$ cat src/rtl/ptt_pkg.sv
`timescale 1ns / 1ps

package ptt_pkg;

	// Field widths of one task entry.
	localparam int HANDLE_W = 16;
	localparam int TIME_W   = 32;

	// A dispatch reports at most this many tasks; the counter holds the limit itself.
	localparam int MAX_RESULTS = 8;
	localparam int RUN_CNT_W   = 4;

	// Operation codes of an input beat.
	typedef enum logic [1:0] {
		OP_TICK     = 2'd0,
		OP_ADD      = 2'd1,
		OP_DELETE   = 2'd2,
		OP_DISPATCH = 2'd3
	} op_t;

	// Result status codes.
	localparam logic [2:0] ST_ADDED = 3'd0;
	localparam logic [2:0] ST_FULL  = 3'd1;
	localparam logic [2:0] ST_FREED = 3'd2;
	localparam logic [2:0] ST_EMPTY = 3'd3;
	localparam logic [2:0] ST_RUN   = 3'd4;
	localparam logic [2:0] ST_NONE  = 3'd5;

	// One word of the slot memory.
	typedef struct packed {
		logic [HANDLE_W-1:0] handle;
		logic [TIME_W-1:0]   delay;
		logic [TIME_W-1:0]   period;
	} entry_t;

	// Event from the slot engine to the result stage.
	// run: a pending task was found; close: the current item is complete.
	typedef struct packed {
		logic                run;
		logic                close;
		logic [2:0]          status;
		logic [2:0]          slot;
		logic [HANDLE_W-1:0] handle;
	} evt_t;

endpackage

$ cat src/rtl/periodic_task_timer_table_top.sv
`timescale 1ns / 1ps
// Add and delete: the single result beat appears in the cycle after the accepting edge; busy stays
// low, so one of these may be accepted every cycle.
// Tick and dispatch: busy while the slot memory is walked one slot per cycle, then through the last
// and closing states; the last result beat is registered from the closing state.
// Reset clears the per-slot busy and pending flags; the slot memory is not cleared, since an
// entry is only used while its slot is busy. The receiver cannot stall result beats.

module periodic_task_timer_table_top #(
	parameter int TASK_SLOTS = 8
) (
	input  logic                         clk,
	input  logic                         arst_n,
	input  logic                         start,
	output logic                         busy,
	input  logic [1:0]                   op,
	input  logic [ptt_pkg::HANDLE_W-1:0] task_handle,
	input  logic [ptt_pkg::TIME_W-1:0]   first_delay,
	input  logic [ptt_pkg::TIME_W-1:0]   repeat_period,
	input  logic [2:0]                   slot_index,
	output logic                         valid,
	output logic [2:0]                   status,
	output logic [2:0]                   slot_out,
	output logic [ptt_pkg::HANDLE_W-1:0] handle_out,
	output logic                         last
);

	localparam int SW = (TASK_SLOTS > 1) ? $clog2(TASK_SLOTS) : 1;

	logic            ram_we;
	logic [SW-1:0]   ram_waddr;
	logic [SW-1:0]   ram_raddr;
	ptt_pkg::entry_t ram_wdata;
	ptt_pkg::entry_t ram_rdata;
	ptt_pkg::evt_t   evt;

	// Slot memory: handle, countdown and period of every slot.
	ptt_ram #(
		.WIDTH($bits(ptt_pkg::entry_t)),
		.DEPTH(TASK_SLOTS)
	) u_ram (
		.clk  (clk),
		.we   (ram_we),
		.waddr(ram_waddr),
		.wdata(ram_wdata),
		.raddr(ram_raddr),
		.rdata(ram_rdata)
	);

	// Command decode, slot flags and the memory walk.
	ptt_engine #(
		.TASK_SLOTS(TASK_SLOTS)
	) u_engine (
		.clk          (clk),
		.arst_n       (arst_n),
		.start        (start),
		.op           (op),
		.task_handle  (task_handle),
		.first_delay  (first_delay),
		.repeat_period(repeat_period),
		.slot_index   (slot_index),
		.busy         (busy),
		.ram_we       (ram_we),
		.ram_waddr    (ram_waddr),
		.ram_wdata    (ram_wdata),
		.ram_raddr    (ram_raddr),
		.ram_rdata    (ram_rdata),
		.evt          (evt)
	);

	// Result beats with the final-beat mark.
	ptt_result u_result (
		.clk       (clk),
		.arst_n    (arst_n),
		.evt       (evt),
		.valid     (valid),
		.status    (status),
		.slot_out  (slot_out),
		.handle_out(handle_out),
		.last      (last)
	);

endmodule

$ cat src/rtl/ptt_ram.sv
`timescale 1ns / 1ps

module ptt_ram #(
	parameter int WIDTH = 80,
	parameter int DEPTH = 8,
	localparam int AW = (DEPTH > 1) ? $clog2(DEPTH) : 1
) (
	input  logic             clk,
	input  logic             we,
	input  logic [AW-1:0]    waddr,
	input  logic [WIDTH-1:0] wdata,
	input  logic [AW-1:0]    raddr,
	output logic [WIDTH-1:0] rdata
);

	logic [WIDTH-1:0] mem [DEPTH];

	// One write port and one registered read port.
	always_ff @(posedge clk) begin
		if (we) begin
			mem[waddr] <= wdata;
		end
		rdata <= mem[raddr];
	end

endmodule

$ cat src/rtl/ptt_engine.sv
`timescale 1ns / 1ps

module ptt_engine #(
	parameter int TASK_SLOTS = 8,
	localparam int SW = (TASK_SLOTS > 1) ? $clog2(TASK_SLOTS) : 1,
	localparam int IW = (SW > 3) ? SW : 3
) (
	input  logic                          clk,
	input  logic                          arst_n,
	input  logic                          start,
	input  logic [1:0]                    op,
	input  logic [ptt_pkg::HANDLE_W-1:0]  task_handle,
	input  logic [ptt_pkg::TIME_W-1:0]    first_delay,
	input  logic [ptt_pkg::TIME_W-1:0]    repeat_period,
	input  logic [2:0]                    slot_index,
	output logic                          busy,
	output logic                          ram_we,
	output logic [SW-1:0]                 ram_waddr,
	output ptt_pkg::entry_t               ram_wdata,
	output logic [SW-1:0]                 ram_raddr,
	input  ptt_pkg::entry_t               ram_rdata,
	output ptt_pkg::evt_t                 evt
);

	typedef enum logic [3:0] {
		S_IDLE  = 4'b0001,
		S_WALK  = 4'b0010,
		S_LAST  = 4'b0100,
		S_CLOSE = 4'b1000
	} state_t;

	state_t                       state_q;
	ptt_pkg::op_t                 op_q;
	ptt_pkg::op_t                 op_in;
	logic [SW-1:0]                cnt_q;
	logic                         valid_s1;
	logic [SW-1:0]                slot_s1;
	logic [ptt_pkg::RUN_CNT_W-1:0] runs_q;
	logic [TASK_SLOTS-1:0]        busy_q;
	logic [TASK_SLOTS-1:0]        pending_q;

	logic          accept;
	logic          free_found;
	logic [SW-1:0] free_idx;
	logic [IW-1:0] del_idx;
	logic [SW-1:0] del_slot;
	logic          del_ok;
	logic          add_wr;
	logic          slot_live;
	logic          due;
	logic          tick_wr;
	logic          run_hit;

	assign op_in  = ptt_pkg::op_t'(op);
	assign accept = start && (state_q == S_IDLE);
	assign busy   = (state_q != S_IDLE);

	// Lowest free slot for an add.
	always_comb begin
		free_found = 1'b0;
		free_idx   = '0;
		for (int i = TASK_SLOTS - 1; i >= 0; i--) begin
			if (!busy_q[i]) begin
				free_found = 1'b1;
				free_idx   = SW'(i);
			end
		end
	end

	// Delete target and its range check.
	assign del_idx  = IW'(slot_index);
	assign del_slot = del_idx[SW-1:0];
	assign del_ok   = ({29'd0, slot_index} < 32'(TASK_SLOTS));

	assign add_wr = accept && (op_in == ptt_pkg::OP_ADD) && free_found;

	// Second walk stage: the entry read for slot_s1 is on the memory output.
	assign slot_live = busy_q[slot_s1];
	assign due       = (ram_rdata.delay == '0);
	assign tick_wr   = valid_s1 && (op_q == ptt_pkg::OP_TICK) && slot_live;
	assign run_hit   = valid_s1 && (op_q == ptt_pkg::OP_DISPATCH) && slot_live &&
		pending_q[slot_s1] && (runs_q < ptt_pkg::RUN_CNT_W'(ptt_pkg::MAX_RESULTS));

	// Memory access: adds write the new entry, ticks write back the updated countdown.
	// A due slot reloads from its period, which also leaves a one-shot at zero.
	always_comb begin
		ram_raddr = cnt_q;
		ram_we    = add_wr || tick_wr;
		if (add_wr) begin
			ram_waddr        = free_idx;
			ram_wdata.handle = task_handle;
			ram_wdata.delay  = first_delay;
			ram_wdata.period = repeat_period;
		end else begin
			ram_waddr        = slot_s1;
			ram_wdata.handle = ram_rdata.handle;
			ram_wdata.delay  = due ? ram_rdata.period : ram_rdata.delay - 1'b1;
			ram_wdata.period = ram_rdata.period;
		end
	end

	// Events toward the result stage.
	always_comb begin
		evt = '0;
		if (run_hit) begin
			evt.run    = 1'b1;
			evt.status = ptt_pkg::ST_RUN;
			evt.slot   = 3'(slot_s1);
			evt.handle = ram_rdata.handle;
		end
		if (accept && (op_in == ptt_pkg::OP_ADD)) begin
			evt.close  = 1'b1;
			evt.status = free_found ? ptt_pkg::ST_ADDED : ptt_pkg::ST_FULL;
			evt.slot   = free_found ? 3'(free_idx) : 3'd0;
		end
		if (accept && (op_in == ptt_pkg::OP_DELETE)) begin
			evt.close  = 1'b1;
			evt.status = (del_ok && busy_q[del_slot]) ? ptt_pkg::ST_FREED : ptt_pkg::ST_EMPTY;
			evt.slot   = slot_index;
		end
		if (state_q == S_CLOSE) begin
			evt.close  = 1'b1;
			evt.status = ptt_pkg::ST_NONE;
		end
	end

	// Busy and pending flags for every slot.
	always_ff @(posedge clk or negedge arst_n) begin
		if (!arst_n) begin
			busy_q    <= '0;
			pending_q <= '0;
		end else begin
			if (add_wr) begin
				busy_q[free_idx]    <= 1'b1;
				pending_q[free_idx] <= 1'b0;
			end
			if (accept && (op_in == ptt_pkg::OP_DELETE) && del_ok) begin
				busy_q[del_slot]    <= 1'b0;
				pending_q[del_slot] <= 1'b0;
			end
			if (tick_wr && due) begin
				pending_q[slot_s1] <= 1'b1;
			end
			if (run_hit) begin
				pending_q[slot_s1] <= 1'b0;
				if (ram_rdata.period == '0) begin
					busy_q[slot_s1] <= 1'b0;
				end
			end
		end
	end

	// Walk sequencer: one memory read per slot, then a closing beat.
	always_ff @(posedge clk or negedge arst_n) begin
		if (!arst_n) begin
			state_q  <= S_IDLE;
			op_q     <= ptt_pkg::OP_TICK;
			cnt_q    <= '0;
			valid_s1 <= 1'b0;
			slot_s1  <= '0;
			runs_q   <= '0;
		end else begin
			valid_s1 <= (state_q == S_WALK);
			slot_s1  <= cnt_q;
			if (run_hit) begin
				runs_q <= runs_q + 1'b1;
			end
			case (state_q)
				S_IDLE: begin
					if (accept && ((op_in == ptt_pkg::OP_TICK) ||
						(op_in == ptt_pkg::OP_DISPATCH))) begin
						state_q <= S_WALK;
						op_q    <= op_in;
						cnt_q   <= '0;
						runs_q  <= '0;
					end
				end
				S_WALK: begin
					if (cnt_q == SW'(TASK_SLOTS - 1)) begin
						state_q <= S_LAST;
						cnt_q   <= '0;
					end else begin
						cnt_q <= cnt_q + 1'b1;
					end
				end
				S_LAST: begin
					state_q <= S_CLOSE;
				end
				S_CLOSE: begin
					state_q <= S_IDLE;
				end
				default: begin
					state_q <= S_IDLE;
				end
			endcase
		end
	end

endmodule

$ cat src/rtl/ptt_result.sv
`timescale 1ns / 1ps

module ptt_result (
	input  logic                         clk,
	input  logic                         arst_n,
	input  ptt_pkg::evt_t                evt,
	output logic                         valid,
	output logic [2:0]                   status,
	output logic [2:0]                   slot_out,
	output logic [ptt_pkg::HANDLE_W-1:0] handle_out,
	output logic                         last
);

	logic                         held_v_q;
	logic [2:0]                   held_slot_q;
	logic [ptt_pkg::HANDLE_W-1:0] held_handle_q;
	logic                         valid_q;

	assign valid = valid_q;

	// Control: a run beat is held back until the next one or the close shows
	// whether it is the final beat of its dispatch.
	always_ff @(posedge clk or negedge arst_n) begin
		if (!arst_n) begin
			valid_q  <= 1'b0;
			held_v_q <= 1'b0;
		end else begin
			valid_q <= evt.run ? held_v_q : evt.close;
			if (evt.run) begin
				held_v_q <= 1'b1;
			end else if (evt.close) begin
				held_v_q <= 1'b0;
			end
		end
	end

	// Payload of the held beat and of the output beat.
	always_ff @(posedge clk) begin
		if (evt.run) begin
			held_slot_q   <= evt.slot;
			held_handle_q <= evt.handle;
			status        <= ptt_pkg::ST_RUN;
			slot_out      <= held_slot_q;
			handle_out    <= held_handle_q;
			last          <= 1'b0;
		end else if (evt.close) begin
			last <= 1'b1;
			if (held_v_q) begin
				status     <= ptt_pkg::ST_RUN;
				slot_out   <= held_slot_q;
				handle_out <= held_handle_q;
			end else begin
				status     <= evt.status;
				slot_out   <= evt.slot;
				handle_out <= evt.handle;
			end
		end
	end

endmodule
$ cat config.mk
export PLATFORM = sky130hd
export DESIGN_NAME = periodic_task_timer_table_top
export DESIGN_NICKNAME = d
export VERILOG_FILES = /design/src/rtl/ptt_pkg.sv /design/src/rtl/periodic_task_timer_table_top.sv /design/src/rtl/ptt_ram.sv /design/src/rtl/ptt_engine.sv /design/src/rtl/ptt_result.sv
export SDC_FILE = /design/constraint.sdc
export NUM_CORES = 1
export LEC_CHECK = 0
export BUFFER_PORTS_ARGS = -buffer_cell sky130_fd_sc_hd__buf_2
export CORE_MARGIN = 1.5
export CORE_UTILIZATION = 40
export CTS_BUF_LIST = sky130_fd_sc_hd__clkbuf_16
export DETAILED_ROUTE_END_ITERATION = 12
export PLACE_DENSITY = 0.66
export SKIP_LAST_GASP = 1
export SYNTH_ARGS = -nofsm -noshare
export SYNTH_HDL_FRONTEND = slang
export SYNTH_HIERARCHICAL = 1
export SYNTH_SLANG_ARGS = --single-unit
$ cat constraint.sdc
create_clock -name clk -period 19.9 [get_ports clk]
set_input_delay 0 -clock clk [delete_from_list [all_inputs] [get_ports clk]]
set_output_delay 0 -clock clk [all_outputs]
set_load 0.01 [all_outputs]
==> impl_metrics.ini <==
[critical_path]
crit_fanout = 54
worst-endpoint-arrival_ps = 4870
crit_type = flip-flop to flip-flop
cp-start-kind = flip-flop
crit_path_end_kind = flip-flop
worst_ep_required_time_ps = 20120
ff2ff_setup_slack_ps = 15260

[final_layout]
layout-area-overhead-vs-synth_pct = 15.7
instances_no_fill = 3081
layout-drive-gt1-share_pct = 26.7
final_area_um2 = 36600
nFillCells = 6578
final_nets = 2067

[floorplanning]
coreArea_um2 = 77800
die-area_um2 = 80700
start_util_pct = 40.6
die_h_um = 284
ios = 113
rows = 102
die_w_um = 284

[cts]
clk_latency_ps = 620
cts_tree = yes
cts_max_path_buffers = 3
clk_pin_slew_worst_paths_ps = 60
cts-buffers-inserted = 77
h-tree-depth = 3
cts_sinks = 797
cts_root_buf = clkbuf_16
post_cts_resized = 0

[route]
drt_iter0_drc = 1688
vias = 17100
drc = 0
drtPass1Iterations = 7
routedWlPerCell_um = 23.2
ant_nets = 0
routed_wl_um = 71400
viasPerCell = 5.56

[placement]
gp_routability_congestion = 0.920
portBuffers = 112
dp_slack_ps = 15300
dp_hpwl_um = 42100
postPlaceCellArea_um2 = 33300
dp.cells = 2853

[sta]
setup_violations = 0
hold_violations = 0
min_period_over_period_pct = 23.3
relSlewSlack_pct = 26.2
max_freq_ghz = 0.215
postLayoutSetupSlackWorst_ps = 15260
timing.final.crit_period_ps = 4640
grt_setup_unrepaired = false
fin_setup_tns_ps = 0
slew_viol_final = 0
hold_slack_ps = 22.3
worst_pin_slew_ps = 1110
fin_skew_ps = 18.1

[pwr]
seq_power_share_pct = 51.4
p_clk_share_pct = 32.0
power.density_nw_per_um2 = 120
p_sw_uw = 1170
p_leak_uw = 0.0122
switching_share_pct = 26.6
p_comb_share_pct = 16.6
p_int_uw = 3230
ir_drop_mv = 0.0980

[logic_synthesis]
syn_area_um2 = 31600
yosysWarningCount = 6
ys_seq_area_share_pct = 72.5
avgSynthCellArea_um2 = 17.9
syn_inst = 1765
synth.most_common_cell = edfxtp_1
synth_enable_flop_cells = 678
yosys_most_used_dff = edfxtp_1
synth_area_leaders = edfxtp_1, mux4_2, dfxtp_1
synth_cell_type_count = 71
yosys.area.top_type = edfxtp_1
synthArstFlopShare_pct = 4.39
ys_ff_latch = 797
yosys-top-cells-count = edfxtp_1, nand2_1, mux4_2, mux2_2, dfxtp_1
syn-num-nets = 1859
synth_top_cell_area_share_pct = 64.4

[global_route]
grt-ovfl-total = 0
grt_max_degree = 67
first_global_vias = 17700
antenna_found_initial = 0
grt_use_total_pct = 17.7
grt_pass1_wl_um = 108000

[job]
max-cap-violations = 0

[outcome]
status = completed

[hold_path]
min_path_type = primary input to async pin
==> path summary, 6_finish.rpt <==
path	from	end	cells after the start
min in group clk	first_delay[27]	u_ram/mem[0][59]	3
min	arst_n	u_engine/op_q[1]	2
min reg2reg	u_result/status[1]	u_result/status[1]	2
max in group asynchronous	arst_n	u_engine/ram_raddr[1]	2
max reg2reg	u_engine/state_q[0]	u_ram/mem[5][26]	7
max	u_engine/state_q[0]	u_ram/mem[5][26]	7
==> power groups by stage <==
stage	combinational [µW]	clock, µW	sequential [µW]
after floorplan	580	0	2200
after global placement	689	0	2290
after detailed placement	719	0	2290
after CTS	737	1440	2260
after global routing	803	1510	2280
final	730	1410	2260
==> area by class of cell <==
class | instances | area, µm² | share of cell area [%]
repair buffers | 221 | 1580 | 4.32
multi-input cells | 863 | 8260 | 22.6
inverters | 13 | 48.8 | 0.133
clock inverters | 63 | 424 | 1.16
diodes | 3 | 7.51 | 0.0205
flip-flops and latches | 797 | 22900 | 62.7
clock buffers | 81 | 2030 | 5.54
well taps | 1040 | 1300 | 3.56
==> cell usage in the layout (no fill, tap or decap), types with 11 or more instances in the layout <==
master,n
mux4_2,162
nand3_1,16
and3_1,23
edfxtp_1,678
or4_1,11
nor3_1,17
clkinv_1,24
o21ai_0,50
clkinv_2,15
mux2i_1,11
dlygate4sd3_1,81
a21oi_1,19
dfxtp_1,84
clkbuf_16,81
mux2_2,89
buf_2,112
a31oi_1,14
nand4_1,18
nand2_1,205
dfrtp_1,31
nor4_1,19
nor2_1,43
buf_4,28
xnor2_1,11
o31ai_1,16
inv_1,26
==> logic make-up (layout without fill, tap and decap cells) <==
| family | count (synthesis) | after routing | share of synthesized area [%] |
|---|---|---|---|
| adders and majority gates | 6 | 6 | 0.237 |
| DFF | 797 | 797 | 72.5 |
| muxes | 272 | 272 | 15.5 |
| xor gates and xnor gates | 16 | 16 | 0.443 |
| AOI/OAI and AO/OA | 148 | 148 | 3.02 |
| other | 0 | 3 | 0 |
| and+or+nand+nor | 421 | 421 | 6.59 |
| buffers and inverters | 105 | 378 | 1.67 |
==> metal layers <==
metal  track usage [%]  vias up  wire length [µm]
met4              4.34        0              1380
li1                  -     7464                 -
met5                 0        -                 0
met1              24.8     8820             30700
met3              3.86      117              5340
met2              28.2      729             33900
==> repair_timing <==
item                                   CTS  global route
endpoints found under the hold margin  610             0
hold buffers                            81             0
setup buffers                            0             0
==> state kept, by name, indices dropped and copies added, names as in the netlist <==
| signal | count |
|---|---|
| u_engine/busy_q | 8 |
| u_engine/op_q | 2 |
| u_engine/pending_q | 8 |
| u_engine/ram_raddr | 3 |
| u_engine/runs_q | 4 |
| u_engine/slot_s1 | 3 |
| u_engine/state_q | 4 |
| u_engine/valid_s1 | 1 |
| u_ram/mem | 640 |
| u_ram/rdata | 80 |
| u_result/handle_out | 16 |
| u_result/held_handle_q | 16 |
| u_result/held_slot_q | 3 |
| u_result/held_v_q | 1 |
| u_result/last | 1 |
| u_result/slot_out | 3 |
| u_result/status | 3 |
| u_result/valid | 1 |
==> critical path, stage by stage (launching register included) <==
cell       delay (ps)
dfstp_2           550
nor4b_4           490
o2111ai_4         170
buf_4             350
o21ai_0           620
nand2b_1          300
nor2_4            760
buf_4             850
==> through the flow <==
stage	util (%)	power [µW]
floorplan	-	2780
global placement	42.8	2980
detailed placement	42.8	3010
CTS	47.0	4440
global route	47.0	4590
finish	47.0	4400
Power figures use the tool's default switching activity.
